File: src/sv/xdiv_pkg.sv
// ---------------------------------------------------------------------------
// xdiv_pkg
// Types, constants and helpers of the double-width divider.
// ---------------------------------------------------------------------------
package xdiv_pkg;

  localparam int unsigned WORD_W  = 64;
  localparam int unsigned NUM_W   = 2 * WORD_W;
  localparam int unsigned STEPS   = NUM_W;

  localparam logic [1:0] SIZE_8  = 2'd0;
  localparam logic [1:0] SIZE_16 = 2'd1;
  localparam logic [1:0] SIZE_32 = 2'd2;
  localparam logic [1:0] SIZE_64 = 2'd3;

  typedef struct packed {
    logic              zero;
    logic              sa;
    logic              sb;
    logic [1:0]        size;
    logic [WORD_W-1:0] lo;
    logic [WORD_W-1:0] d;
    logic [NUM_W-1:0]  num;
    logic [WORD_W-1:0] rem;
    logic [WORD_W-1:0] quo;
  } work_t;

  function automatic logic [WORD_W-1:0] size_mask(input logic [1:0] size);
    logic [WORD_W-1:0] m;
    unique case (size)
      SIZE_8:  m = 64'h0000_0000_0000_00ff;
      SIZE_16: m = 64'h0000_0000_0000_ffff;
      SIZE_32: m = 64'h0000_0000_ffff_ffff;
      default: m = 64'hffff_ffff_ffff_ffff;
    endcase
    return m;
  endfunction

endpackage

File: src/sv/xdiv_step.sv
// ---------------------------------------------------------------------------
// xdiv_step
// One restoring division step: shift in a dividend bit, trial subtract.
// ---------------------------------------------------------------------------
module xdiv_step (
  input  logic            clk,
  input  logic            rst,
  input  logic            en,
  input  logic            in_valid,
  input  xdiv_pkg::work_t in_work,
  output logic            out_valid,
  output xdiv_pkg::work_t out_work
);
  import xdiv_pkg::*;

  logic [WORD_W:0]   trial, diff;
  logic              take;
  work_t             work_next;

  always_comb begin
    trial = {in_work.rem, in_work.num[NUM_W-1]};
    diff  = trial - {1'b0, in_work.d};
    take  = (trial >= {1'b0, in_work.d});
    work_next     = in_work;
    work_next.num = {in_work.num[NUM_W-2:0], 1'b0};
    work_next.rem = take ? diff[WORD_W-1:0] : trial[WORD_W-1:0];
    work_next.quo = {in_work.quo[WORD_W-2:0], take};
  end

  always_ff @(posedge clk) begin
    if (rst) begin
      out_valid <= 1'b0;
    end else if (en) begin
      out_valid <= in_valid;
    end
  end

  always_ff @(posedge clk) begin
    if (en) begin
      out_work <= work_next;
    end
  end

endmodule

File: config.mk
export PLATFORM = sky130hd
export DESIGN_NAME = xdiv_step
export DESIGN_NICKNAME = d
export VERILOG_FILES = /design/src/sv/xdiv_pkg.sv /design/src/sv/xdiv_step.sv
export SDC_FILE = /design/constraint.sdc
export NUM_CORES = 1
export LEC_CHECK = 0
export ABC_AREA = 1
export BUFFER_PORTS_ARGS = -buffer_cell sky130_fd_sc_hd__buf_2
export CORE_AREA = 4 4 301 303
export DETAILED_ROUTE_END_ITERATION = 8
export DIE_AREA = 0 0 305 307
export PLACE_DENSITY = 0.5
export SETUP_SLACK_MARGIN = 0.1
export SYNTH_ARGS = -nofsm -noshare
export SYNTH_HDL_FRONTEND = slang
export SYNTH_SLANG_ARGS = --single-unit
File: constraint.sdc
create_clock -name clk -period 5.47 [get_ports clk]
set_input_delay 0.8205 -clock clk [delete_from_list [all_inputs] [get_ports clk]]
set_output_delay 0.8205 -clock clk [all_outputs]
set_load 0.05 [all_outputs]
# After elaboration in Yosys (flattened, before gate mapping)
# Index checks and enable logic that the tools add are counted.
totals:
  ff_bits: 389
  input_bits: 393
  out_inout_bits: 390
  word_cells: 13
op_classes:
  add_sub_neg: 1
  order_cmp: 1
  mux: 1
op_table:
  columns: ["op", "count"]
  rows:
  - ["$ge 65x64->1", 1]
  - ["$mux 64", 1]
  - ["$sub 64x64->64", 1]

# Logic depth before layout (Yosys ltp)
logic_depth:
  depth_word: 2
  ltp_mapped: 18
  depth_no_buf: 16

# Worst setup path after synthesis
# OpenSTA, ideal clock, no wires.
synth_timing:
  path_type: "in2reg"
  start: "in in_work[312] (netlist name)"
  end: "reg out_work[67] (netlist name) (data pin)"
  setup_ns: 0.253
  t_arrival_ns: 2.378
  required_ns: 5.217
  path_slack_ns: 2.840
  stages: 14
  n_path_buf: 2
  cell_sequence: "inv_1 > ha_1 > nand2_1 > inv_1 > a21oi_2 > inv_1 > o21ai_1 > nand3_2 > nor2_4 > nand2_4 > buf_12 > buf_12 > nand2_2 > nand2_1"
synth_lines:
  columns: ["element", "line", "text"]
  rows:
  - ["start, declared", "xdiv_step.sv:10", "input xdiv_pkg::work_t in_work,"]
  - ["end signal, assigned", "xdiv_step.sv:40", "out_work <= work_next;"]
  - ["end, declared", "xdiv_step.sv:12", "output xdiv_pkg::work_t out_work"]

==> impl_metrics.env <==
export IMPL_status="completed"
export IMPL_yosys_register_bits=389
export IMPL_setup_slack_ns=2.47
export IMPL_r2r_worst_path_cells=2
export IMPL_initial_core_util=0.216
export IMPL_ctsResizeCount=0
export IMPL_synth_compound_area_frac=0.0147
export IMPL_p_leak_nw=12.7
export IMPL_synthXorXnorAreaFrac=0.0143
export IMPL_fin_cells=4001
export IMPL_skew_ns=0
export IMPL_synth_distinct_cells=37
export IMPL_synth_fp_nets=2430
export IMPL_finalSetupViolCount=0
export IMPL_syn_inst=1972
export IMPL_ctsHoldBuffers=0
export IMPL_coreArea_um2=88000
export IMPL_maxCapViolations=0
export IMPL_drcViolationCount=0
export IMPL_post_cts_buffers=0
export IMPL_dieArea_um2=93600
export IMPL_dr_pass1_iters=5
export IMPL_synth_area_um2=19000
export IMPL_synthArstFlopShare=0
export IMPL_yosys_area_share_simple=0.228
export IMPL_final_hold_violation_count=0
export IMPL_holdPathStages=1
export IMPL_synthAdderAreaFrac=0.0431
export IMPL_placed_cells=3906
export IMPL_h_tree_depth=2
export IMPL_overflow=0
export IMPL_final_nets=3250
export IMPL_drt_iter0_drc=1082
export IMPL_r2r_end="out_valid$_SDFFE_PP0P_"
export IMPL_cts_tree="done"
export IMPL_vias_per_cell=4.13
export IMPL_ioPinCount=783
export IMPL_die_w_um=305
export IMPL_root_buffer="clkbuf_16"
export IMPL_cp_max_fo=41
export IMPL_layout_min_cycle_time_ns=3.00
export IMPL_yosys_warnings=0
export IMPL_synth_main_ff_cell="edfxtp_1"
export IMPL_clkSinkCount=389
export IMPL_cts_buffers=49
export IMPL_wl_mm=99.9
export IMPL_required_ns=5.95
export IMPL_relSlewSlack=0.344
export IMPL_min_path_type="primary input to register"
export IMPL_worstMarginPinSlew_ns=0.983
export IMPL_min_to="out_work[202]$_DFFE_PP_"
export IMPL_gp_congestion=0.905
export IMPL_wl_per_cell_um=25.0
export IMPL_hold_start="in_work[201]"
export IMPL_synth_mux_area_frac=0.000526
export IMPL_rsz0062_at_grt="false"
export IMPL_synth_top_family_by_area="simple AND/OR/NAND/NOR gates"
export IMPL_synth_seq_area_share=0.613
export IMPL_num_vias=16500
export IMPL_slew_viol_final=0
export IMPL_dpl_hpwl_mm=84.8
export IMPL_rrSetupSlack_ns=4.88
export IMPL_p_per_area_nw_per_um2=358
export IMPL_synth_avg_cell_area_um2=9.65
export IMPL_drive_gt1_frac=0.337
export IMPL_worstPathArrival_ns=3.48
export IMPL_die_y_um=307
export IMPL_pre_cts_ws_ns=1.78
export IMPL_critPathKind="primary input to register"
export IMPL_grt_usage=0.205
export IMPL_drt_antenna_violating_nets=0
export IMPL_finalCritPeriodShare=0.548
export IMPL_startpoint_type="primary input"
export IMPL_grt_max_degree=110
export IMPL_antenna_found_initial=68
export IMPL_total_power_mw=9.27
export IMPL_r2r_start="out_valid$_SDFFE_PP0P_"
export IMPL_peakVddDrop_mv=0.260
export IMPL_row_count=109
export IMPL_setup_tns_ns=0
export IMPL_max_freq_ghz=0.333
export IMPL_areaGrowthSynthToFinish_pct=36.1
export IMPL_portBuffers=780
export IMPL_cts_buffer_depth=3
export IMPL_clk_pin_slew_ns=0.06
export IMPL_design_area_um2=25900
export IMPL_endpoint_kind="register"
export IMPL_dpl_cell_area_um2=24400
export IMPL_insertion_delay_ns=0.62
export IMPL_grt_pass1_wl_mm=132
export IMPL_grt_pass1_vias=16200
export IMPL_synth_edf_count=388
## per-stage QoR
stage,hold WS [ns],util
floorplan,0.733,-
global placement,0.497,0.277
detailed placement,0.481,0.277
CTS,0.304,0.294
global route,0.327,0.294
finish,0.367,0.295
## worst max-delay path by stage
stage	start	endpoint	slack (ns)	depth (start not counted)
2_1_floorplan	in_work[312]	out_work[67]$_DFFE_PP_	2.84	14
3_3_place_gp	in_work[69]	out_work[109]$_DFFE_PP_	1.81	16
3_5_place_dp	in_work[69]	out_work[109]$_DFFE_PP_	1.78	16
4_1_cts	in_work[69]	out_work[109]$_DFFE_PP_	2.47	16
5_1_grt	in_work[262]	out_work[109]$_DFFE_PP_	2.29	17
6_report	in_work[309]	out_work[117]$_DFFE_PP_	2.47	14
## synthesized netlist by cell type, types with 2 or more instances
master / count / share of area
inv_1: 376 / 0.074
nor2_4: 7 / 0.0041
nor2_1: 97 / 0.019
nand2_2: 42 / 0.014
clkbuf_1: 5 / 0.00099
nor2_2: 19 / 0.0062
inv_2: 21 / 0.0041
buf_2: 4 / 0.0011
buf_12: 4 / 0.0042
buf_1: 6 / 0.0012
nand4_1: 6 / 0.0020
nor4_1: 6 / 0.0020
xor2_1: 30 / 0.014
nor3_1: 9 / 0.0024
a21oi_2: 3 / 0.0014
a21oi_1: 42 / 0.011
o21ai_0: 6 / 0.0016
nand3_2: 2 / 0.0011
and2_1: 2 / 0.00066
and3_1: 3 / 0.00099
nand2_1: 658 / 0.13
nand2_4: 2 / 0.0012
nand3_1: 142 / 0.037
nand3b_1: 16 / 0.0063
edfxtp_1: 388 / 0.61
ha_1: 64 / 0.042
clkinv_1: 2 / 0.00039
## flip-flops by register name (all words and copies together), names as in the netlist
name and flops:
out_valid 1, out_work 388
## cell families after synthesis
| family | Yosys count |
|---|---|
| AO/OA/AOI/OAI | 53 |
| XOR/XNOR | 31 |
| adder cells (fa/ha/maj) | 65 |
| buffers and inverters | 419 |
| flip-flops | 389 |
| multiplexers | 1 |
| other | 1 |
| AND/OR/NAND/NOR | 1013 |
## layout make-up
type                       count  area (um^2)
timing repair buffer         789         4040
multi-input combinational   1164         5720
clock buffer                  60         1270
antenna                        8         20.0
clock inverter                27          231
inverter                     399         1500
sequential                   389        11700
fill                        9505        62100
tap                         1165         1460
## placed cells by master (no fill, tap or decap), types with 4 or more instances in the layout
cell,Yosys,layout
nor2_1,97,97
nand3b_1,16,16
inv_1,376,376
nor4_1,6,6
buf_2,4,779
edfxtp_1,388,388
buf_12,4,5
nand3_1,142,142
clkinv_2,0,6
ha_1,64,64
a21oi_1,42,42
diode_2,0,8
clkbuf_16,0,49
o21ai_0,6,6
clkbuf_1,5,11
nor2_2,19,19
buf_4,1,4
inv_2,21,21
nor2_4,7,7
nor3_1,9,9
clkinvlp_4,0,4
nand4_1,6,6
clkinv_1,2,11
nand2_2,42,42
xor2_1,30,30
nand2_1,658,658
## report_power, final
group / switching (mW) / internal [mW]
logic: 1.92 / 0.540
registers: 0.0712 / 3.60
clock network: 1.39 / 1.75
total: 3.37 / 5.90
## worst max-delay path, cell delays in order
cell	delay [ns]
buf_2	0.12
inv_1	0.04
ha_1	0.42
nand2_2	0.15
nor2_2	0.21
and2_1	0.21
nand3_1	0.08
nor2_1	0.13
nand2_1	0.16
nand3_2	0.14
nor2_4	0.05
nand2_4	0.47
nand3_1	0.32
nand2_1	0.12
## routing by layer
metal	share of wire	GRT usage	vias to the layer above
met5	0.0022	0	-
met4	0.040	0.0724	38
met3	0.10	0.0840	171
met2	0.50	0.367	668
met1	0.35	0.217	7698
li1	-	-	7943
Note: power is estimated with default switching activity, not from simulation.
