$ cat src/sv/xdiv_pkg.sv
// ---------------------------------------------------------------------------
// xdiv_pkg
// Types, constants and helpers of the double-width divider.
// ---------------------------------------------------------------------------
package xdiv_pkg;

  localparam int unsigned WORD_W  = 64;
  localparam int unsigned NUM_W   = 2 * WORD_W;
  localparam int unsigned STEPS   = NUM_W;

  localparam logic [1:0] SIZE_8  = 2'd0;
  localparam logic [1:0] SIZE_16 = 2'd1;
  localparam logic [1:0] SIZE_32 = 2'd2;
  localparam logic [1:0] SIZE_64 = 2'd3;

  typedef struct packed {
    logic              zero;
    logic              sa;
    logic              sb;
    logic [1:0]        size;
    logic [WORD_W-1:0] lo;
    logic [WORD_W-1:0] d;
    logic [NUM_W-1:0]  num;
    logic [WORD_W-1:0] rem;
    logic [WORD_W-1:0] quo;
  } work_t;

  function automatic logic [WORD_W-1:0] size_mask(input logic [1:0] size);
    logic [WORD_W-1:0] m;
    unique case (size)
      SIZE_8:  m = 64'h0000_0000_0000_00ff;
      SIZE_16: m = 64'h0000_0000_0000_ffff;
      SIZE_32: m = 64'h0000_0000_ffff_ffff;
      default: m = 64'hffff_ffff_ffff_ffff;
    endcase
    return m;
  endfunction

endpackage

$ cat src/sv/xdiv_post.sv
// ---------------------------------------------------------------------------
// xdiv_post
// Restore signs, cut to operand size and apply the zero-divisor result.
// ---------------------------------------------------------------------------
module xdiv_post (
  input  logic            clk,
  input  logic            rst,
  input  logic            en,
  input  logic            in_valid,
  input  xdiv_pkg::work_t in_work,
  output logic            out_valid,
  output logic [63:0]     quotient,
  output logic [63:0]     remainder,
  output logic            divide_by_zero
);
  import xdiv_pkg::*;

  logic [WORD_W-1:0] mask, q, r, q_next, r_next;

  always_comb begin
    mask = size_mask(in_work.size);
    q    = (in_work.sa ^ in_work.sb) ? (~in_work.quo + 64'd1) : in_work.quo;
    r    = in_work.sa ? (~in_work.rem + 64'd1) : in_work.rem;
    q_next = in_work.zero ? mask : (q & mask);
    r_next = in_work.zero ? in_work.lo : (r & mask);
  end

  always_ff @(posedge clk) begin
    if (rst) begin
      out_valid <= 1'b0;
    end else if (en) begin
      out_valid <= in_valid;
    end
  end

  always_ff @(posedge clk) begin
    if (en) begin
      quotient       <= q_next;
      remainder      <= r_next;
      divide_by_zero <= in_work.zero;
    end
  end

endmodule

$ cat config.mk
export PLATFORM = sky130hd
export DESIGN_NAME = xdiv_post
export DESIGN_NICKNAME = d
export VERILOG_FILES = /design/src/sv/xdiv_pkg.sv /design/src/sv/xdiv_post.sv
export SDC_FILE = /design/constraint.sdc
export NUM_CORES = 1
export LEC_CHECK = 0
export ABC_AREA = 1
export BUFFER_PORTS_ARGS = -buffer_cell sky130_fd_sc_hd__buf_2
export CORE_AREA = 8 8 197 199
export CTS_CLUSTER_DIAMETER = 60
export DETAILED_ROUTE_END_ITERATION = 12
export DIE_AREA = 0 0 205 207
export MAX_ROUTING_LAYER = met4
export SLEW_MARGIN = 20
export SYNTH_ARGS = -nofsm -noshare
export SYNTH_HDL_FRONTEND = slang
export SYNTH_SLANG_ARGS = --single-unit
$ cat constraint.sdc
create_clock -name clk -period 1.5 [get_ports clk]
set_input_delay 0.075 -clock clk [delete_from_list [all_inputs] [get_ports clk]]
set_output_delay 0.075 -clock clk [all_outputs]
set_load 0.01 [all_outputs]
* Word-level counts from Yosys, hierarchy flattened
Index checks and enable logic that the tools add are counted.
W data, S select, Z words.
** Storage, ports and cells
- Register bits :: 130
- Latch bits :: 0
- Bits in writable memories :: 0
- Bits in read-only memories :: 0
- Bits of input ports :: 393
- Output and inout port bits :: 130
- Logic and storage cells :: 19
- Memories :: 0
** Cells by class
- Add/subtract/negate cells :: 2
- $mul :: 0
- Divide/modulo/power cells :: 0
- Order comparisons :: 0
- Eq/ne operators :: 2
- Shift-type cells :: 0
- Multiplexer cells :: 5
- Bitwise logic cells :: 5
- Reduce and logical (&&, ||, !) cells :: 1
** Operators with widths (number)
- $mux W64 :: 4
- $pmux W64 S3 :: 1
- $add A64 B1 Y64 const B :: 2
- $and A64 B64 Y64 :: 2
- $not A64 Y64 :: 2
- $eq A2 B1 Y1 const B :: 1
- $eq A2 B2 Y1 const B :: 1
- $logic_not A2 Y1 :: 1
- $xor A1 B1 Y1 :: 1

* Logic depth before layout (Yosys ltp)
- Word-level depth :: 5
- Depth in mapped cells :: 13
- Depth with buffers taken out :: 13

* Worst setup path before layout
No wires, ideal clock.
- Path kind :: input-to-reg
- From :: input in_work[64] (netlist name)
- To :: register remainder[48], data pin
- Library setup time :: 253 ps
- Data arrival time :: 1235 ps
- Data required time :: 1247 ps
- Path slack :: 12 ps
- Cell stages on the path :: 13
- Cell sequence :: inv_1 ha_1 nand3_2 inv_1 nand2_1 nand2_1 nand2_1 nor2_2 nand2_2 nor2_1 nand3_1 nand3_1 nand2_1
** Between the ends
- Cells in the longest elaborated chain, start to end :: 5
** RTL lines
- start: declaration :: line xdiv_post.sv:10 : input xdiv_pkg::work_t in_work,
- $not A64 Y64 :: line xdiv_post.sv:23 : r = in_work.sa ? (~in_work.rem + 64'd1) : in_work.rem;
- $add A64 B1 Y64 :: line xdiv_post.sv:23
- $mux W64 :: line xdiv_post.sv:23
- $and A64 B64 Y64 :: line xdiv_post.sv:25 : r_next = in_work.zero ? in_work.lo : (r & mask);
- $mux W64 :: line xdiv_post.sv:25
- net r_next[48] :: line xdiv_post.sv:18 : logic [WORD_W-1:0] mask, q, r, q_next, r_next;
- end signal: assignment :: line xdiv_post.sv:39 : remainder <= r_next;
- end: declaration :: line xdiv_post.sv:13 : output logic [63:0] remainder,
The timed path passes the listed nets, and every way through them passes these cells.
A chain may end at the register's enable or synchronous reset.

* Worst setup path in the final report
- From :: input in_work[83] (netlist name)
- To :: register remainder[60], data pin
The elaborated chain is that of the path after synthesis.

==> key figures <==
Final layout
  – Fillcell total: about 3800
  – Area of the multi-input gates: roughly 5200 um2
  – Final #Nets: approximately 2500
  – Ratio of cells with drive above 1 in the final layout: about a third
  – Layout area overhead: 55.9%
  – Fin cells: around 2600
  – Storage cell area: about 3900 um2

Setup path
  – Cell Chain, Critical Path: buf_2 -> nor2_1 -> nand3_2 -> nor2_1 -> nor2_1 -> nor3_4 -> nand3_1 -> nand3_1 -> nand2_1
  – Critical Path End Type: flop
  – Arr. time, crit path: 1650 ps
  – Required @ worst endpoint: around 1700 ps
  – Slowest cell on the critical path: nor3_4
  – Startpoint Class: input port
  – CP max FO: 4
  – CP max stage delay: about 320 ps
  – Setup Crit Path Kind: input port to flop
  – Most frequent CP cell: nor2_1

Synth
  – Syn nets: ~1800
  – Largest cells by area after synthesis: edfxtp_1 40%, nand2_1 17%, nor2_1 9.7%
  – Syn Area/Cell: 6.83 um2
  – Post-synth EDFFs: between 100 and 150
  – Number of register bits inferred by synthesis: 130
  – Post-Syn Area: 9770 um2
  – Register area share after synthesis: roughly two fifths
  – Top_reg_cell synth: edfxtp_1
  – Yosys warns: 0
  – Synth top area share: approximately two fifths
  – Post-Syn Instances: approximately 1400
  – FFs w/ async S/R, synth: 0%
  – Synth area leader: edfxtp_1
  – Synth unique cells: 48

Global routing
  – Total GRT Usage: ~23%
  – Vias in the first global route: around 12000
  – Largest net degree at the start of global routing: slightly below 90
  – First-pass GRT wire length: 72600 um
  – Congestion Overflow GR: 0
  – Initial antenna violation count: 14

Clocking
  – Insertion delay to the later sink of the worst-skew pair: about 450 ps
  – CTS tree: done
  – Worst-path clk slew: approximately 60 ps
  – Total CTS buffers: 17
  – CTS Sinks: 130
  – H-tree depth: 4
  – Root Buffer: clkbuf_16
  – Clock Path Buffers: 2

Placed design
  – GP Congestion: around 1.0
  – Input/output buffers: between 300 and 400
  – Placed cell count: 2459
  – Dpl hpwl: about 40000 um

Timing
  – Worst-Margin Slew: between 600 and 700 ps
  – FMAX: approximately 0.7 GHz
  – Fraction of the cycle the final worst path needs: 96.5%
  – Setup Skew: 0 ps
  – Hold_ws: roughly 24 ps
  – Hold Fails Final Rpt: 0
  – Minimum clock period: 1450 ps
  – Worst slew margin: 58.9%
  – Final setup TNS: 0 ps
  – Max Slew Vio Count: 0
  – Number of setup violations in the final report: 0

Power and ir drop
  – PD cells: between 700 and 800 nW/um2
  – LEAKAGE: approximately 7.3 nW
  – Peak supply drop: between 0.8 and 0.9 mV

Floorplanning
  – Die X: roughly 210 um
  – Ports: 523
  – Initial Util: about 27%
  – Cell Rows: 70
  – DIE AREA: between 40000 and 50000 um2
  – Core ar.: 35900 um2
  – Height of the die: between 200 and 250 um

Drt
  – Remaining DRCs: 0
  – Vias: approximately 12000
  – DR iter-0 viols: between 1000 and 1500
  – DR pass1 iterations: 6
  – Final wirelength: approximately 49000 um
  – Detail Route Antenna Nets: 0
  – DR WL/cell: slightly below 20 um
  – Avg Vias per Cell: ~4.7

Flow run
  – MaxCap Viol Count: 0

Worst hold path
  – Worst hold path type: input port to flop

Outcome
  – Status: completed
## cell usage in the layout (no fill, tap or decap), types with 6 or more instances in the layout
| master | count |
|---|---|
| nand2_1 | 441 |
| buf_2 | 328 |
| buf_4 | 258 |
| nor2_1 | 246 |
| inv_1 | 137 |
| edfxtp_1 | 129 |
| nand3_1 | 117 |
| o21ai_0 | 68 |
| dlygate4sd3_1 | 63 |
| a21oi_1 | 55 |
| nand4_1 | 35 |
| o21ai_1 | 26 |
| nand2_2 | 20 |
| diode_2 | 19 |
| nor2_2 | 18 |
| clkbuf_16 | 17 |
| inv_2 | 10 |
| nor3_1 | 9 |
| buf_12 | 9 |
| o21ai_2 | 8 |
| nand3b_1 | 8 |
| nor2_4 | 7 |
| a31oi_1 | 6 |
## cells in the mapped netlist (5+ instances only)
library cell / number
a21oi_1: 55
a31oi_1: 6
buf_2: 11
clkbuf_1: 12
edfxtp_1: 129
inv_1: 139
inv_2: 8
nand2_1: 443
nand2_2: 18
nand2_4: 5
nand3_1: 120
nand3b_1: 8
nand4_1: 35
nor2_1: 253
nor2_2: 13
nor2_4: 5
nor3_1: 9
o21ai_0: 71
o21ai_1: 25
o21ai_2: 6
xor2_1: 5
## state kept, by name, indices dropped and copies added, names as in the netlist
name and flops:
divide_by_zero 1, remainder 64, quotient 64, out_valid 1
## metal layers
metal  global-route usage [%]  vias to the layer above  share of wire [%]
met4                     5.97                        0                1.8
met2                     32.0                      532                 40
met1                     32.8                     5575                 48
met3                     6.63                       46                 10
li1                         -                     6017                  -
met5                        -                        -                  0
## layout make-up
type                       count  share of cell area (%)
timing repair buffer         661                    29.0
inverter                     149                    3.70
sequential                   130                    25.6
clock buffer                  18                    2.82
antenna                       19                   0.312
tap                          468                    3.84
clock inverter                13                   0.698
multi-input combinational   1117                    34.0
## worst paths after layout
path	from	to	slack (ps)	cells after the start
setup / recovery	in_work[83]	remainder[60]$_DFFE_PP_	50	9
hold / removal	in_work[3]	quotient[3]$_SDFFCE_PP1P_	20	3
setup reg to reg	out_valid$_SDFFE_PP0P_	out_valid$_SDFFE_PP0P_	360	3
hold reg to reg	out_valid$_SDFFE_PP0P_	out_valid$_SDFFE_PP0P_	1050	3
## timing repair
action,CTS,global route
endpoints found under the hold margin,60,0
hold buffers,63,0
endpoints found under the setup margin,2,29
buffers inserted,0,3
gates cloned,0,0
gates resized for setup,2,24
pin swaps,0,4
## critical path, delay by kind of cell
kind          cells  cell delay [ps]
simple gates      8             1440
buf+inv           1              130
## logic make-up after synthesis
kind of cell | count (synthesis) | synth area share (%)
simple gates | 927 | 41.1
buf+inv | 184 | 7.81
compound gates | 181 | 10.4
flops | 130 | 39.8
xor+xnor | 6 | 0.538
fa+ha+maj | 2 | 0.256
mux | 1 | 0.102
## report_power, final
group	internal, mW	switching, mW	total [mW]	leakage, nW
Sequential	4.38	0.129	4.51	1.26
Combinational	1.31	1.80	3.11	5.77
Clock	2.13	1.83	3.96	0.248
Total	7.82	3.76	11.6	7.28
## metrics by stage
stage | total power [mW] | setup slack (ps) | utilization (%) | instance area, um2
after floorplan | 5.75 | 11.5 | - | 9770
after CTS | 11.6 | 24.0 | 42.0 | 15100
after global routing | 12.1 | -9.02 | 42.4 | 15200
after global placement | 7.48 | -497 | 38.8 | 13900
final | 11.6 | 52.7 | 42.4 | 15200
after detailed placement | 7.49 | -502 | 38.8 | 13900
(Power assumes the default switching activity.)
