<file path="src/sv/xdiv_pkg.sv">
// ---------------------------------------------------------------------------
// xdiv_pkg
// Types, constants and helpers of the double-width divider.
// ---------------------------------------------------------------------------
package xdiv_pkg;

  localparam int unsigned WORD_W  = 64;
  localparam int unsigned NUM_W   = 2 * WORD_W;
  localparam int unsigned STEPS   = NUM_W;

  localparam logic [1:0] SIZE_8  = 2'd0;
  localparam logic [1:0] SIZE_16 = 2'd1;
  localparam logic [1:0] SIZE_32 = 2'd2;
  localparam logic [1:0] SIZE_64 = 2'd3;

  typedef struct packed {
    logic              zero;
    logic              sa;
    logic              sb;
    logic [1:0]        size;
    logic [WORD_W-1:0] lo;
    logic [WORD_W-1:0] d;
    logic [NUM_W-1:0]  num;
    logic [WORD_W-1:0] rem;
    logic [WORD_W-1:0] quo;
  } work_t;

  function automatic logic [WORD_W-1:0] size_mask(input logic [1:0] size);
    logic [WORD_W-1:0] m;
    unique case (size)
      SIZE_8:  m = 64'h0000_0000_0000_00ff;
      SIZE_16: m = 64'h0000_0000_0000_ffff;
      SIZE_32: m = 64'h0000_0000_ffff_ffff;
      default: m = 64'hffff_ffff_ffff_ffff;
    endcase
    return m;
  endfunction

endpackage

</file>
<file path="src/sv/xdiv_prep.sv">
// ---------------------------------------------------------------------------
// xdiv_prep
// Join the dividend halves, take magnitudes and detect a zero divisor.
// ---------------------------------------------------------------------------
module xdiv_prep (
  input  logic                  clk,
  input  logic                  rst,
  input  logic                  en,
  input  logic                  in_valid,
  input  logic                  is_signed,
  input  logic [1:0]            size,
  input  logic [63:0]           dividend_low,
  input  logic [63:0]           dividend_high,
  input  logic [63:0]           divisor,
  output logic                  out_valid,
  output xdiv_pkg::work_t       out_work
);
  import xdiv_pkg::*;

  logic [WORD_W-1:0] mask, lo, hi, d, dneg;
  logic [NUM_W-1:0]  num, mag;
  logic              sa, sb;
  work_t             work_next;

  always_comb begin
    mask = size_mask(size);
    lo   = dividend_low & mask;
    hi   = dividend_high & mask;
    d    = divisor & mask;
    unique case (size)
      SIZE_8: begin
        sa  = is_signed & hi[7];
        sb  = is_signed & d[7];
        num = {{112{sa}}, hi[7:0], lo[7:0]};
      end
      SIZE_16: begin
        sa  = is_signed & hi[15];
        sb  = is_signed & d[15];
        num = {{96{sa}}, hi[15:0], lo[15:0]};
      end
      SIZE_32: begin
        sa  = is_signed & hi[31];
        sb  = is_signed & d[31];
        num = {{64{sa}}, hi[31:0], lo[31:0]};
      end
      default: begin
        sa  = is_signed & hi[63];
        sb  = is_signed & d[63];
        num = {hi, lo};
      end
    endcase
    mag  = sa ? (~num + 128'd1) : num;
    dneg = (~d + 64'd1) & mask;
    work_next.zero = (d == '0);
    work_next.sa   = sa;
    work_next.sb   = sb;
    work_next.size = size;
    work_next.lo   = lo;
    work_next.d    = sb ? dneg : d;
    work_next.num  = mag;
    work_next.rem  = '0;
    work_next.quo  = '0;
  end

  always_ff @(posedge clk) begin
    if (rst) begin
      out_valid <= 1'b0;
    end else if (en) begin
      out_valid <= in_valid;
    end
  end

  always_ff @(posedge clk) begin
    if (en) begin
      out_work <= work_next;
    end
  end

endmodule

</file>
<file path="config.mk">
export PLATFORM = sky130hd
export DESIGN_NAME = xdiv_prep
export DESIGN_NICKNAME = d
export VERILOG_FILES = /design/src/sv/xdiv_pkg.sv /design/src/sv/xdiv_prep.sv
export SDC_FILE = /design/constraint.sdc
export NUM_CORES = 1
export LEC_CHECK = 0
export BUFFER_PORTS_ARGS = -buffer_cell sky130_fd_sc_hd__buf_2
export CAP_MARGIN = 20
export CORE_AREA = 2 2 227 229
export DETAILED_ROUTE_END_ITERATION = 7
export DIE_AREA = 0 0 229 231
export PLACE_DENSITY = 0.59
export SYNTH_ARGS = -nofsm -noshare
export SYNTH_HDL_FRONTEND = slang
export SYNTH_SLANG_ARGS = --single-unit
</file>
<file path="constraint.sdc">
create_clock -name clk -period 4.7 [get_ports clk]
set_input_delay 0.705 -clock clk [delete_from_list [all_inputs] [get_ports clk]]
set_output_delay 0.705 -clock clk [all_outputs]
set_load 0.01 [all_outputs]
</file>
Word level (Yosys, flattened, before mapping)
Index checks and enable logic that the tools add are counted.
{ "word_totals": {"output_inout_bits": 390, "elab_cells": 34, "reg_bits": 262, "inputBits": 199} }
{ "classes": {"mux": 6, "n_bitwise": 14, "add_sub_neg": 2, "eq_ne": 2, "reduce_logical": 2} }
{ "ops": {"columns": ["operator", "count"], "rows": [
  ["$pmux W128 S3", 1],
  ["$and A64 B64 Y64", 4],
  ["$pmux W64 S3", 1],
  ["$add A128 B1 Y128 const B", 1],
  ["$mux W128", 1],
  ["$not A128 Y128", 1],
  ["$add A64 B1 Y64 const B", 1],
  ["$logic_not A64 Y1", 1],
  ["$mux W64", 1],
  ["$not A64 Y64", 1],
  ["$and A1 B1 Y1", 8],
  ["$pmux W1 S3", 2],
  ["$eq A2 B1 Y1 const B", 1],
  ["$eq A2 B2 Y1 const B", 1],
  ["$logic_not A2 Y1", 1]
]} }

Longest topological paths before layout
Gate-level depths: netlist (run 1).
{ "logic_depth": {"ltp_word": 8, "depth_mapped": 15} }

Worst setup path after synthesis (run 1)
No wires, ideal clock.
{ "synth_path": {"path_kind": "input to register", "from": "in dividend_high[12]", "to": "reg out_work[234] (netlist name), data pin", "setup_slack_ns": 1.028, "setup_time_ns": 0.260, "cell_stages": 10, "arrival_ns": 3.412, "path_cell_list": "buf_2 a21oi_1 a2bb2oi_1 or4_1 or4b_1 buf_2 or4_4 nor4b_4 a31o_2 mux2i_1"} }
{ "synth_between": {"elab_chain_cells": 5} }
{ "synth_rtl": {"columns": ["item", "line", "text"], "rows": [
  ["start, declared", "xdiv_prep.sv:13", "input logic [63:0] dividend_high,"],
  ["$and A64 B64 Y64", "xdiv_prep.sv:28", "hi = dividend_high & mask;"],
  ["$pmux W128 S3", "xdiv_prep.sv:30", "unique case (size)"],
  ["$not A128 Y128", "xdiv_prep.sv:52", "mag = sa ? (~num + 128'd1) : num;"],
  ["$add A128 B1 Y128", "xdiv_prep.sv:52", null],
  ["$mux W128", "xdiv_prep.sv:52", null],
  ["net mag[106]", "xdiv_prep.sv:21", "logic [NUM_W-1:0] num, mag;"],
  ["end signal, assigned", "xdiv_prep.sv:75", "out_work <= work_next;"],
  ["end, declared", "xdiv_prep.sv:16", "output xdiv_pkg::work_t out_work"]
]} }
The timed path passes the listed nets, and every way through them passes these cells.
A chain may end at the register's enable or synchronous reset.

Worst setup path after layout (run 1)
{ "layout_path": {"from": "in size[0]", "to": "reg out_work[223] (netlist name), data pin"} }
{ "layout_between": {"elab_chain_cells": 8, "word_cells_on_any_way": 14, "classes_between": "add/sub (1); eq/ne (2); mux (4); bitwise (6); reduce/logical (1)"} }
{ "layout_rtl": {"columns": ["item", "line", "text"], "rows": [
  ["start, declared", "xdiv_prep.sv:11", "input logic [1:0] size,"],
  ["$eq A2 B2 Y1, or another cell as far along", "xdiv_pkg.sv:30, xdiv_prep.sv:30", null],
  ["$pmux W64 S3", "xdiv_pkg.sv:30", "unique case (size)"],
  ["$and A64 B64 Y64", "xdiv_prep.sv:28", null],
  ["$and A1 B1 Y1, on equally long branches", "xdiv_prep.sv:37, xdiv_prep.sv:42", null],
  ["$pmux W128 S3", "xdiv_prep.sv:30", null],
  ["$not A128 Y128", "xdiv_prep.sv:52", null],
  ["$add A128 B1 Y128", "xdiv_prep.sv:52", null],
  ["$mux W128 *", "xdiv_prep.sv:52", null],
  ["net mag[95]", "xdiv_prep.sv:21", null]
]} }
The timed path passes the listed nets; every way through them passes the cells marked *.

==> results of run 1 <==
## power by group
part           internal (uW)  switching, uW
combinational            523           1000
clock                   1360           1010
sequential              2840           85.9
total                   4730           2100
## path summary, 6_finish.rpt
check / startpoint / to / depth (start not counted)
setup / recovery: size[0] / out_work[223] / 11
hold / removal: rst / out_valid / 2
setup reg to reg: out_valid / out_valid / 2
hold reg to reg: out_valid / out_valid / 2
## worst register-to-register path: stages (launching register included)
cell     delay (ns)
dfxtp_1        0.31
mux2i_1        0.13
nor2_1         0.06
## per-layer routing
layer	wire length [microns]	GRT usage [%]
met1	29800	34.2
met2	35600	45.2
met5	27	0
met4	2770	10.0
met3	6680	5.18
## kinds of logic after synthesis
group,after synthesis
and+or+nand+nor,660
AOI/OAI and AO/OA,437
DFF,261
buffers and inverters,261
xor gates and xnor gates,126
muxes,33
adders and majority gates,2
other,1
## flip-flops by register name, summed over array words and instances, names as in the netlist
| register | cells |
|---|---|
| out_work | 260 |
| out_valid | 1 |
## cell usage after synthesis, drive strengths merged (22+ instances only)
master	instances
nor4	33
xnor2	54
clkbuf	89
and3	50
nand4	22
nand3	34
edfxtp	260
o31ai	42
a31oi	25
nor2	180
and2	33
buf	158
xor2	72
nor3	54
a21oi	122
nand2	139
o21ai	98
or3	34
## through the flow
stage / util, % / setup slack (ns) / std cells / total power, uW / cell area (sq um)
after global placement: 39.5 / 0.334 / 2883 / 4480 / 20000
after detailed placement: 39.5 / 0.330 / 2883 / 4480 / 20000
final: 41.5 / 0.894 / 2940 / 6830 / 21000
after floorplan: - / 1.03 / 1908 / 3800 / 17700
after CTS: 41.5 / 0.949 / 2937 / 6870 / 21000
after global routing: 41.5 / 0.760 / 2939 / 7080 / 21000
## area by class of cell
cell class                      instances  share of cell area (%)
Multi-Input combinational cell       1386                    39.5
Timing Repair Buffer                  542                    14.3
Antenna cell                            3                  0.0357
Inverter                               14                   0.250
Tap cell                              680                    4.05
Clock buffer                           35                    3.76
Sequential cell                       261                    37.2
Clock inverter                         19                   0.875
==> key figures, run 1 <==
Floorplan
  – I/O pins: 589
  – Chip width: 229 microns
  – Row count: 83
  – Die Area: 0.0529 sq mm
  – Die H: 231 microns
  – Initial Utilization: 33.9%
  – Core Area: 0.0507 sq mm

Final layout
  – Area delta synth->final: 22.3%
  – Fillers: 5,096
  – Most frequent cells in the layout: buf_2 (457), edfxtp_1 (260), nor2_1 (178), nand2_1 (138), conb_1 (128)
  – Share of layout cells above drive strength 1: 28.3%
  – Commonest non-fill, non-tap cell in the layout: buf_2
  – Area taken by multi-input logic gates: 0.00829 sq mm
  – Sequential cell area: 0.00783 sq mm
  – Layout Nets: 2,436

Clock tree
  – CTS clk-pin slew, worst paths: 0.06 ns
  – Clk root buf: clkbuf_16
  – CTS Sinks: 261
  – H-tree depth: 1
  – # Post-CTS Setup Buffers: 0
  – Clock Latency Late Sink: 0.58 ns
  – CTS tree: yes
  – Maximum root-to-sink buffer count: 3
  – PostCTS Resize Cnt: 0
  – CTS Buf Count: 30
  – Hold buffers post-CTS: 0

Flow run
  – Max-cap viol count: 0

Timing
  – Worst slew margin: 33.9%
  – F_max: 263 MHz
  – Worst Skew: 0 ns
  – Final setup vio count: 0
  – Max-slew violations: 0
  – RSZ-0062 raised after global routing: false
  – Final Cycle Share: 81.0%
  – Fin. Hold Viols: 0
  – Hold_ws: 0.275 ns
  – TNS Setup: 0 ns
  – Final critical-path required period: 3.81 ns
  – Actual slew at the worst max-slew pin: 0.991 ns

Global routing
  – GRT Total Usage: 26.9%
  – Largest net degree at the start of global routing: 104
  – Initial antenna violation count: 4
  – First-pass GRT wire length: 106,000 microns
  – Number of global-route vias before repair: 15,500
  – Gr ovfl total: 0

Power and ir drop
  – Peak VDD IR: 311 uV
  – Lkg Pwr: 0.00845 uW
  – PD cells: 325 mW/mm^2

Yosys
  – Yosys warns: 0
  – Cell variety after synth: 94
  – Area of the mapped netlist: 0.0172 sq mm
  – Yosys reg bits: 261
  – Seq/Total Area, Yosys: 45.6%
  – Async SR Flop Fraction: 0%
  – Post-Syn Instances: 1,781
  – Xor and xnor area share after synthesis: 6.42%
  – Post-synth top area cell: edfxtp_1
  – Synth Area per Inst: 9.64 sq um
  – Synth top area share: 45.5%
  – Post-synth top flop: edfxtp_1
  – Main area contributors after synthesis: edfxtp_1 (45%), buf_4 (5.7%), nor2_1 (3.9%), xor2_1 (3.7%), a21oi_1 (3.5%)
  – Compound-Gate Fraction of Synth Area: 16.6%
  – Mux share of post-synthesis cell area: 2.05%
  – Post-synth EDFFs: 260
  – Adder-Cell Fraction of Synth Area: 0.146%
  – Largest family of logic cells by synthesized area: simple AND/OR/NAND/NOR gates
  – Post-synthesis simple-gate area fraction: 20.2%

Worst setup path
  – CP bufs+invs: 3
  – Top Family by Delay on Critical Path: simple AND/OR/NAND/NOR gates
  – Slowest CP cell: or4_4
  – Setup crit end kind: register
  – CP arrival: 4.15 ns
  – Largest fanout on the critical path: 48
  – Crit path cell chain: buf_4, buf_12, buf_4, mux2_2, a22oi_1, and4b_1, and4_1, nand4_2, or4_4, nand2b_1, a31o_1
  – Setup CP Type: in -> reg
  – Crit path top cell by count: buf_4
  – Startpoint Class: input port
  – Required time of the critical path: 5.05 ns
  – Reg2reg setup slack: 4.09 ns
  – Crit-path max cell delay: 0.68 ns

Drt
  – Starting DRT DRC Count: 1,595
  – Vias per inst: 5.58
  – Routed WL: 74,900 microns
  – Detail Route Antenna Nets: 0
  – WL per Instance: 25.5 microns
  – Detailed Routing Iterations Pass 1: 5
  – Via count: 16,400
  – DR DRC count: 0

Placement
  – GPL Wtd Cong: 0.918
  – I/O Buffers: 460
  – Dpl hpwl: 56,600 microns

Min path
  – Worst hold-check path type: in -> reg

Status
  – Outcome: finished, final reports clean
No activity file was read; power rests on OpenSTA's default activity.
==> inputs of run 2 (changes only) <==
- ABC_AREA: unset -> 1
- CORE_AREA: 2 2 227 229 -> 2 2 230 232
- DIE_AREA: 0 0 229 231 -> 0 0 232 234
- PLACE_DENSITY: 0.59 -> 0.65
- clock period: 4.7 -> 3.46 ns (I/O delays scaled with it)
==> run 2 against run 1 <==
Clock power up 38%; sequential share of layout area down 4.8 points; cell count up 38%; critical endpoint is now out_work[236].
==> key figures, run 2 <==
Status
  – Outcome: finished, final reports clean (unchanged)

Worst setup path
  – Largest fanout on the critical path: 46 (was 48)
  – CP arrival: 3.75 ns (was 4.15 ns)
  – Crit-path max cell delay: 0.45 ns (was 0.68 ns)
  – Crit path top cell by count: nand2_1 (was buf_4)
  – Required time of the critical path: 3.80 ns (was 5.05 ns)
  – Setup crit end kind: register (unchanged)
  – Setup CP Type: in -> reg (unchanged)
  – Startpoint Class: input port (unchanged)
  – Reg2reg setup slack: 2.86 ns (was 4.09 ns)
  – Slowest CP cell: nor2_1 (was or4_4)
  – Crit path cell chain: buf_2, buf_4, nand2_4, clkinv_2, buf_12, nand2_1, inv_1, nor2_1, nand2_1, nor2_1, nand2_1, nor2_1, nand2_1, nor2_1, nand2_1, nand2_1, nand2_1, nand2_1, nand2_1 (was buf_4, buf_12, buf_4, mux2_2, a22oi_1, and4b_1, and4_1, nand4_2, or4_4, nand2b_1, a31o_1)

Placement
  – I/O Buffers: 460 (unchanged)
  – GPL Wtd Cong: 1.00 (was 0.918)
  – Dpl hpwl: 69,300 microns (was 56,600 microns)

Yosys
  – Post-synth top flop: edfxtp_1 (unchanged)
  – Post-Syn Instances: 2,757 (was 1,781)
  – Async SR Flop Fraction: 0% (unchanged)
  – Post-synth EDFFs: 260 (unchanged)
  – Main area contributors after synthesis: edfxtp_1 (40%), nand2_1 (15%), nor2_1 (9.1%), nand3_1 (6.1%), inv_1 (5.9%) (was edfxtp_1 (45%), buf_4 (5.7%), nor2_1 (3.9%), xor2_1 (3.7%), a21oi_1 (3.5%))
  – Cell variety after synth: 48 (was 94)
  – Seq/Total Area, Yosys: 40.2% (was 45.6%)
  – Commonest cells in the netlist: nand2_1 (793), nor2_1 (473), inv_1 (307) (was edfxtp_1 (260), nor2_1 (180), nand2_1 (139))
  – Most common cell in the netlist: nand2_1 (was edfxtp_1)
  – Area of the mapped netlist: 0.0195 sq mm (was 0.0172 sq mm)
  – Yosys reg bits: 261 (unchanged)
  – Yosys warns: 0 (unchanged)
  – Synth Area per Inst: 7.07 sq um (was 9.64 sq um)
  – Synth top area share: 40.1% (was 45.5%)
  – Post-synth top area cell: edfxtp_1 (unchanged)

Clock tree
  – Clock Latency Late Sink: 0.60 ns (was 0.58 ns)
  – Hold buffers post-CTS: 0 (unchanged)
  – CTS clk-pin slew, worst paths: 0.07 ns (was 0.06 ns)
  – CTS tree: yes (unchanged)
  – CTS Buf Count: 30 (unchanged)
  – H-tree depth: 1 (unchanged)
  – CTS Sinks: 261 (unchanged)
  – Maximum root-to-sink buffer count: 3 (unchanged)
  – # Post-CTS Setup Buffers: 0 (unchanged)
  – PostCTS Resize Cnt: 0 (unchanged)
  – Clk root buf: clkbuf_16 (unchanged)

Floorplan
  – Initial Utilization: 37.5% (was 33.9%)
  – Chip width: 232 microns (was 229 microns)
  – Die Area: 0.0543 sq mm (was 0.0529 sq mm)
  – Die H: 234 microns (was 231 microns)
  – Core Area: 0.0520 sq mm (was 0.0507 sq mm)
  – I/O pins: 589 (unchanged)
  – Row count: 84 (was 83)

Flow run
  – Max-cap viol count: 0 (unchanged)

Global routing
  – First-pass GRT wire length: 121,000 microns (was 106,000 microns)
  – GR peak layer: met2 (unchanged)
  – Gr ovfl total: 0 (unchanged)
  – Largest net degree at the start of global routing: 81 (was 104)
  – GRT Total Usage: 30.2% (was 26.9%)
  – Met3 Track Usage GR: 4.99% (was 5.18%)
  – GRT met1 Usage: 40.2% (was 34.2%)
  – GR Layer Usage met2: 51.4% (was 45.2%)
  – Number of global-route vias before repair: 18,800 (was 15,500)
  – Initial antenna violation count: 11 (was 4)

Timing
  – Fin. Hold Viols: 0 (unchanged)
  – Final critical-path required period: 3.41 ns
  – F_max: 294 MHz
  – Final setup vio count: 0 (unchanged)
  – Worst slew margin: 48.7% (was 33.9%)
  – Final Cycle Share: 98.4%
  – Hold_ws: 0.0722 ns (was 0.275 ns)
  – Max-slew violations: 0 (unchanged)
  – Worst Skew: 0 ns (unchanged)
  – RSZ-0062 raised after global routing: false (unchanged)
  – Actual slew at the worst max-slew pin: 0.768 ns (was 0.991 ns)

Final layout
  – Largest register FFs: 260 (unchanged)
  – Layout Nets: 3,530 (was 2,436)
  – Most frequent cells in the layout: nand2_1 (792), nor2_1 (473), buf_2 (459), inv_1 (307), edfxtp_1 (260) (was buf_2 (457), edfxtp_1 (260), nor2_1 (178), nand2_1 (138), conb_1 (128))
  – Final Util: 46.3% (was 41.5%)
  – Commonest non-fill, non-tap cell in the layout: nand2_1 (was buf_2)
  – Regs by FF count: out_work: 260 flops, out_valid: 1 flops (unchanged)
  – Fillers: 5,471 (was 5,096)
  – Share of layout cells above drive strength 1: 22.1% (was 28.3%)
  – Largest register by flop count: out_work (unchanged)
  – Area delta synth->final: 23.6% (was 22.3%)

Power and ir drop
  – Peak VDD IR: 367 uV (was 311 uV)
  – PD cells: 426 mW/mm^2 (was 325 mW/mm^2)
  – Lkg Pwr: 0.0121 uW (was 0.00845 uW)
  – Total power: 10,200 uW (was 6830 uW)

Drt
  – Detail Route Antenna Nets: 0 (unchanged)
  – Routed WL: 84,800 microns (was 74,900 microns)
  – DR DRC count: 0 (unchanged)
  – Starting DRT DRC Count: 1,847 (was 1,595)
  – WL per Instance: 21.0 microns (was 25.5 microns)
  – Via count: 20,100 (was 16,400)
  – Detailed Routing Iterations Pass 1: 6 (was 5)
  – Vias per inst: 4.97 (was 5.58)

Min path
  – Worst hold-check path type: in -> reg (unchanged)
==> run 2: per-layer routing <==
layer | share of wire [%] | vias to the layer above
li1 | - | 9755
met1 | 43 | 9296
met4 | 2.3 | 14
met2 | 47 | 949
met5 | 0.096 | -
met3 | 7.7 | 108
==> run 2: final timing paths <==
path                   from       endpoint  cells after the start
setup / recovery    size[1]  out_work[236]                     19
hold reg to reg   out_valid      out_valid                      2
hold / removal          rst      out_valid                      2
setup reg to reg  out_valid      out_valid                      2
==> run 2: critical path: cells and delay by family <==
kind	cells	cell delay, ns
buffers and inverters	5	0.77
and+or+nand+nor	14	2.43
==> run 2: area by class of cell <==
| cell class | count | area, sq um | area share [%] |
|---|---|---|---|
| diodes | 4 | 10.0 | 0.0416 |
| clock buffers | 37 | 777 | 3.23 |
| clock inverters | 19 | 216 | 0.899 |
| inverters | 316 | 1200 | 4.97 |
| multi-input cells | 2089 | 9430 | 39.2 |
| flip-flops and latches | 261 | 7830 | 32.5 |
| well taps | 688 | 861 | 3.57 |
| repair buffers | 631 | 3770 | 15.6 |
==> run 2: metrics by stage <==
stage	setup TNS, ns	area [sq um]	cells	worst slack, ns
floorplan	0	20000	2884	1.03
global placement	-1.72	23100	3984	-0.385
detailed placement	-1.36	23100	3985	-0.383
CTS	0	24100	4041	0.231
global route	0	24100	4044	0.0502
finish	0	24100	4045	0.0546
==> run 2: power breakdown <==
part           switching [uW]  total [uW]  internal, uW  leakage [uW]
Clock                    1390        3290          1900      0.000487
Sequential                123        4050          3930       0.00253
Combinational            1950        2910           963       0.00909
Total                    3460       10200          6790        0.0121
==> run 2: cells by family after synthesis <==
kind of cell | synth area share [%]
fa+ha+maj | 0.128
flops | 40.2
compound gates | 5.12
simple gates | 36.0
buf+inv | 13.9
other cells | 0.0192
mux | 0.0514
xor+xnor | 4.63
==> inputs of run 3 (changes only) <==
- PLACE_DENSITY: 0.65 -> unset
- PLACE_DENSITY_LB_ADDON: unset -> 0.08
==> run 3 against run 2 <==
Register-to-register slack hardly changed; via count is 1.2% higher; combinational power hardly changed; wire length is 1.3% higher; fmax is 6.5% higher; sequential share of layout area is 0.42 points lower; first-iteration DRC count is 2.5% higher; setup slack better by 0.21 ns; count of clock-buffer cells in the layout is 6 lower; global-route usage is 0.62 points higher; total power is 0.32% lower.
==> key figures, run 3 (same netlist as run 2, synthesis figures left out) <==
Final layout
  – Final Util: 46.9% (was 46.3%)
  – Area delta synth->final: 25.3% (was 23.6%)
  – Commonest non-fill, non-tap cell in the layout: nand2_1 (unchanged)
  – Sequential cell area: 0.00783 sq mm (unchanged)
  – Share of layout cells above drive strength 1: 23.1% (was 22.1%)
  – Area taken by multi-input logic gates: 0.00943 sq mm (about the same)
  – Largest register by flop count: out_work (unchanged)
  – Fillers: 5,514 (was 5,471)
  – Most frequent cells in the layout: nand2_1 (792), nor2_1 (472), buf_2 (459), inv_1 (307), edfxtp_1 (260) (was nand2_1 (792), nor2_1 (473), buf_2 (459), inv_1 (307), edfxtp_1 (260))
  – Regs by FF count: out_work: 260 flops, out_valid: 1 flops (unchanged)
  – Largest register FFs: 260 (unchanged)
  – Layout Nets: 3,566 (was 3,530)

Global routing
  – Initial antenna violation count: 6 (was 11)
  – Gr ovfl total: 0 (unchanged)
  – Number of global-route vias before repair: 19,400 (was 18,800)
  – Largest net degree at the start of global routing: 82 (was 81)
  – GRT Total Usage: 30.8% (was 30.2%)
  – First-pass GRT wire length: 124,000 microns (was 121,000 microns)

Min path
  – Hold path start: rst (unchanged)
  – Cells on Worst Hold Path: 2 (unchanged)
  – Hold endpoint: out_valid (unchanged)
  – Worst hold-check path type: in -> reg (unchanged)

Worst setup path
  – Top Family by Delay on Critical Path: simple AND/OR/NAND/NOR gates (unchanged)
  – Setup CP Type: in -> reg (unchanged)
  – Slowest CP cell: nor2_1 (unchanged)
  – Reg2reg start: out_valid (unchanged)
  – Setup crit end kind: register (unchanged)
  – Largest fanout on the critical path: 34 (was 46)
  – Startpoint Class: input port (unchanged)
  – Crit path top cell by count: nand2_1 (unchanged)
  – Worst Reg2Reg Path Length in Cells: 2 (unchanged)
  – CP arrival: 3.55 ns (was 3.75 ns)
  – CP bufs+invs: 5 (unchanged)
  – Worst reg2reg endpoint: out_valid (unchanged)
  – Crit-path max cell delay: 0.47 ns (was 0.45 ns)
  – Required time of the critical path: 3.81 ns (was 3.80 ns)
  – Reg2reg setup slack: 2.87 ns (was 2.86 ns)
  – Crit path cell chain: buf_2, buf_4, nor2_8, nand2_2, buf_12, buf_4, nand3_1, nor2_1, nand2_1, nor2_1, buf_4, nand2_1, nor2_1, nand2_1, nor2_1, nand2_1, nand2_1, nand2_1, nand2_1, nand2_1 (was buf_2, buf_4, nand2_4, clkinv_2, buf_12, nand2_1, inv_1, nor2_1, nand2_1, nor2_1, nand2_1, nor2_1, nand2_1, nor2_1, nand2_1, nand2_1, nand2_1, nand2_1, nand2_1)

Clock tree
  – CTS clk-pin slew, worst paths: 0.06 ns (was 0.07 ns)
  – Clk root buf: clkbuf_16 (unchanged)
  – CTS tree: yes (unchanged)
  – Maximum root-to-sink buffer count: 3 (unchanged)
  – # Post-CTS Setup Buffers: 0 (unchanged)
  – PostCTS Resize Cnt: 0 (unchanged)
  – CTS Buf Count: 29 (was 30)
  – Clock Latency Late Sink: 0.61 ns (was 0.60 ns)
  – Hold buffers post-CTS: 0 (unchanged)
  – H-tree depth: 1 (unchanged)
  – CTS Sinks: 261 (unchanged)

Floorplan
  – Die Area: 0.0543 sq mm (unchanged)
  – Row count: 84 (unchanged)
  – I/O pins: 589 (unchanged)
  – Core Area: 0.0520 sq mm (unchanged)
  – Initial Utilization: 37.5% (unchanged)
  – Chip width: 232 microns (unchanged)
  – Die H: 234 microns (unchanged)

Timing
  – PnR worst setup slack: 0.261 ns (was 0.0546 ns)
  – Final setup vio count: 0 (unchanged)
  – Fin. Hold Viols: 0 (unchanged)
  – Final Cycle Share: 92.4% (was 98.4%)
  – Worst Skew: 0 ns (unchanged)
  – Actual slew at the worst max-slew pin: 1.06 ns (was 0.768 ns)
  – Max-slew violations: 0 (unchanged)
  – F_max: 313 MHz (was 294 MHz)
  – Worst slew margin: 29.1% (was 48.7%)
  – Final critical-path required period: 3.20 ns (was 3.41 ns)
  – RSZ-0062 raised after global routing: false (unchanged)
  – Hold_ws: 0.0841 ns (was 0.0722 ns)

Drt
  – WL per Instance: 21.1 microns (was 21.0 microns)
  – Detail Route Antenna Nets: 0 (unchanged)
  – Detailed Routing Iterations Pass 1: 6 (unchanged)
  – Vias per inst: 4.99 (was 4.97)
  – Via count: 20,400 (was 20,100)
  – Routed WL: 85,900 microns (was 84,800 microns)
  – Starting DRT DRC Count: 1,893 (was 1,847)
  – DR DRC count: 0 (unchanged)

Flow run
  – Max-cap viol count: 0 (unchanged)

Placement
  – I/O Buffers: 460 (unchanged)
  – Dpl ws: -0.483 ns (was -0.383 ns)
  – GPL Wtd Cong: 1.07 (was 1.00)
  – Dpl hpwl: 71,200 microns (was 69,300 microns)

Status
  – Outcome: finished, final reports clean (unchanged)

Power and ir drop
  – Switching share of total power: 33.8% (about the same)
  – Power share of the combinational group: 28.7% (was 28.4%)
  – Total power: 10,200 uW (about the same)
  – P_int: 6770 uW (was 6790 uW)
  – Peak VDD IR: 376 uV (was 367 uV)
  – Lkg Pwr: 0.0123 uW (was 0.0121 uW)
  – Clock power share: 31.8% (was 32.1%)
  – PD cells: 419 mW/mm^2 (was 426 mW/mm^2)
  – Seq pwr share: 39.5% (about the same)
  – Reported net switching power: 3450 uW (was 3460 uW)
[run 3: changes by cell type in the layout (fill, tap and decap cells not counted), moves of 2 or more]
cell and change:
buf_4 +34, clkbuf_1 -5, clkinvlp_4 +2, clkinv_2 -2, diode_2 -2, clkinv_4 +3
buf_12 +4
[run 3: power groups by stage]
stage | clock, uW | combinational [uW] | sequential [uW]
floorplan | 0 | 1450 | 4280
global placement | 0 | 2900 | 4100
detailed placement | 0 | 2900 | 4100
CTS | 3330 | 2910 | 4040
global route | 3450 | 3210 | 4060
finish | 3250 | 2930 | 4040
[run 3: per-layer routing]
| metal | GRT usage [%] | routed length (microns) | part of all wire [%] | vias to the layer above |
|---|---|---|---|---|
| met5 | 0 | 34 | 0.040 | - |
| met4 | 7.83 | 2180 | 2.5 | 6 |
| met3 | 3.50 | 5650 | 6.6 | 109 |
| met2 | 50.9 | 39300 | 46 | 827 |
| met1 | 43.1 | 38600 | 45 | 9601 |
| li1 | - | - | - | 9821 |
[run 3: how the worst max path moves through the flow]
stage | startpoint | cells past startpoint | end
6_report | size[1] | 20 | out_work[236]
4_1_cts | size[0] | 18 | out_work[252]
3_5_place_dp | size[0] | 18 | out_work[252]
5_1_grt | size[1] | 20 | out_work[252]
2_1_floorplan | size[0] | 14 | out_work[204]
3_3_place_gp | size[0] | 18 | out_work[252]
[run 3: cell type report]
type / count / share of cell area [%]
Multi-Input combinational cell: 2089 / 38.7
Sequential cell: 261 / 32.1
Timing Repair Buffer: 668 / 16.7
Inverter: 316 / 4.90
Tap cell: 688 / 3.53
Clock buffer: 31 / 3.00
Clock inverter: 23 / 1.07
Antenna cell: 2 / 0.0205
[run 3: per-stage QoR]
stage / instances / cell area [sq um] / setup TNS, ns
2_1_floorplan: 2884 / 20000 / 0
3_3_place_gp: 4022 / 23400 / -2.19
3_5_place_dp: 4022 / 23400 / -2.06
4_1_cts: 4076 / 24400 / 0
5_1_grt: 4077 / 24400 / 0
6_report: 4078 / 24400 / 0
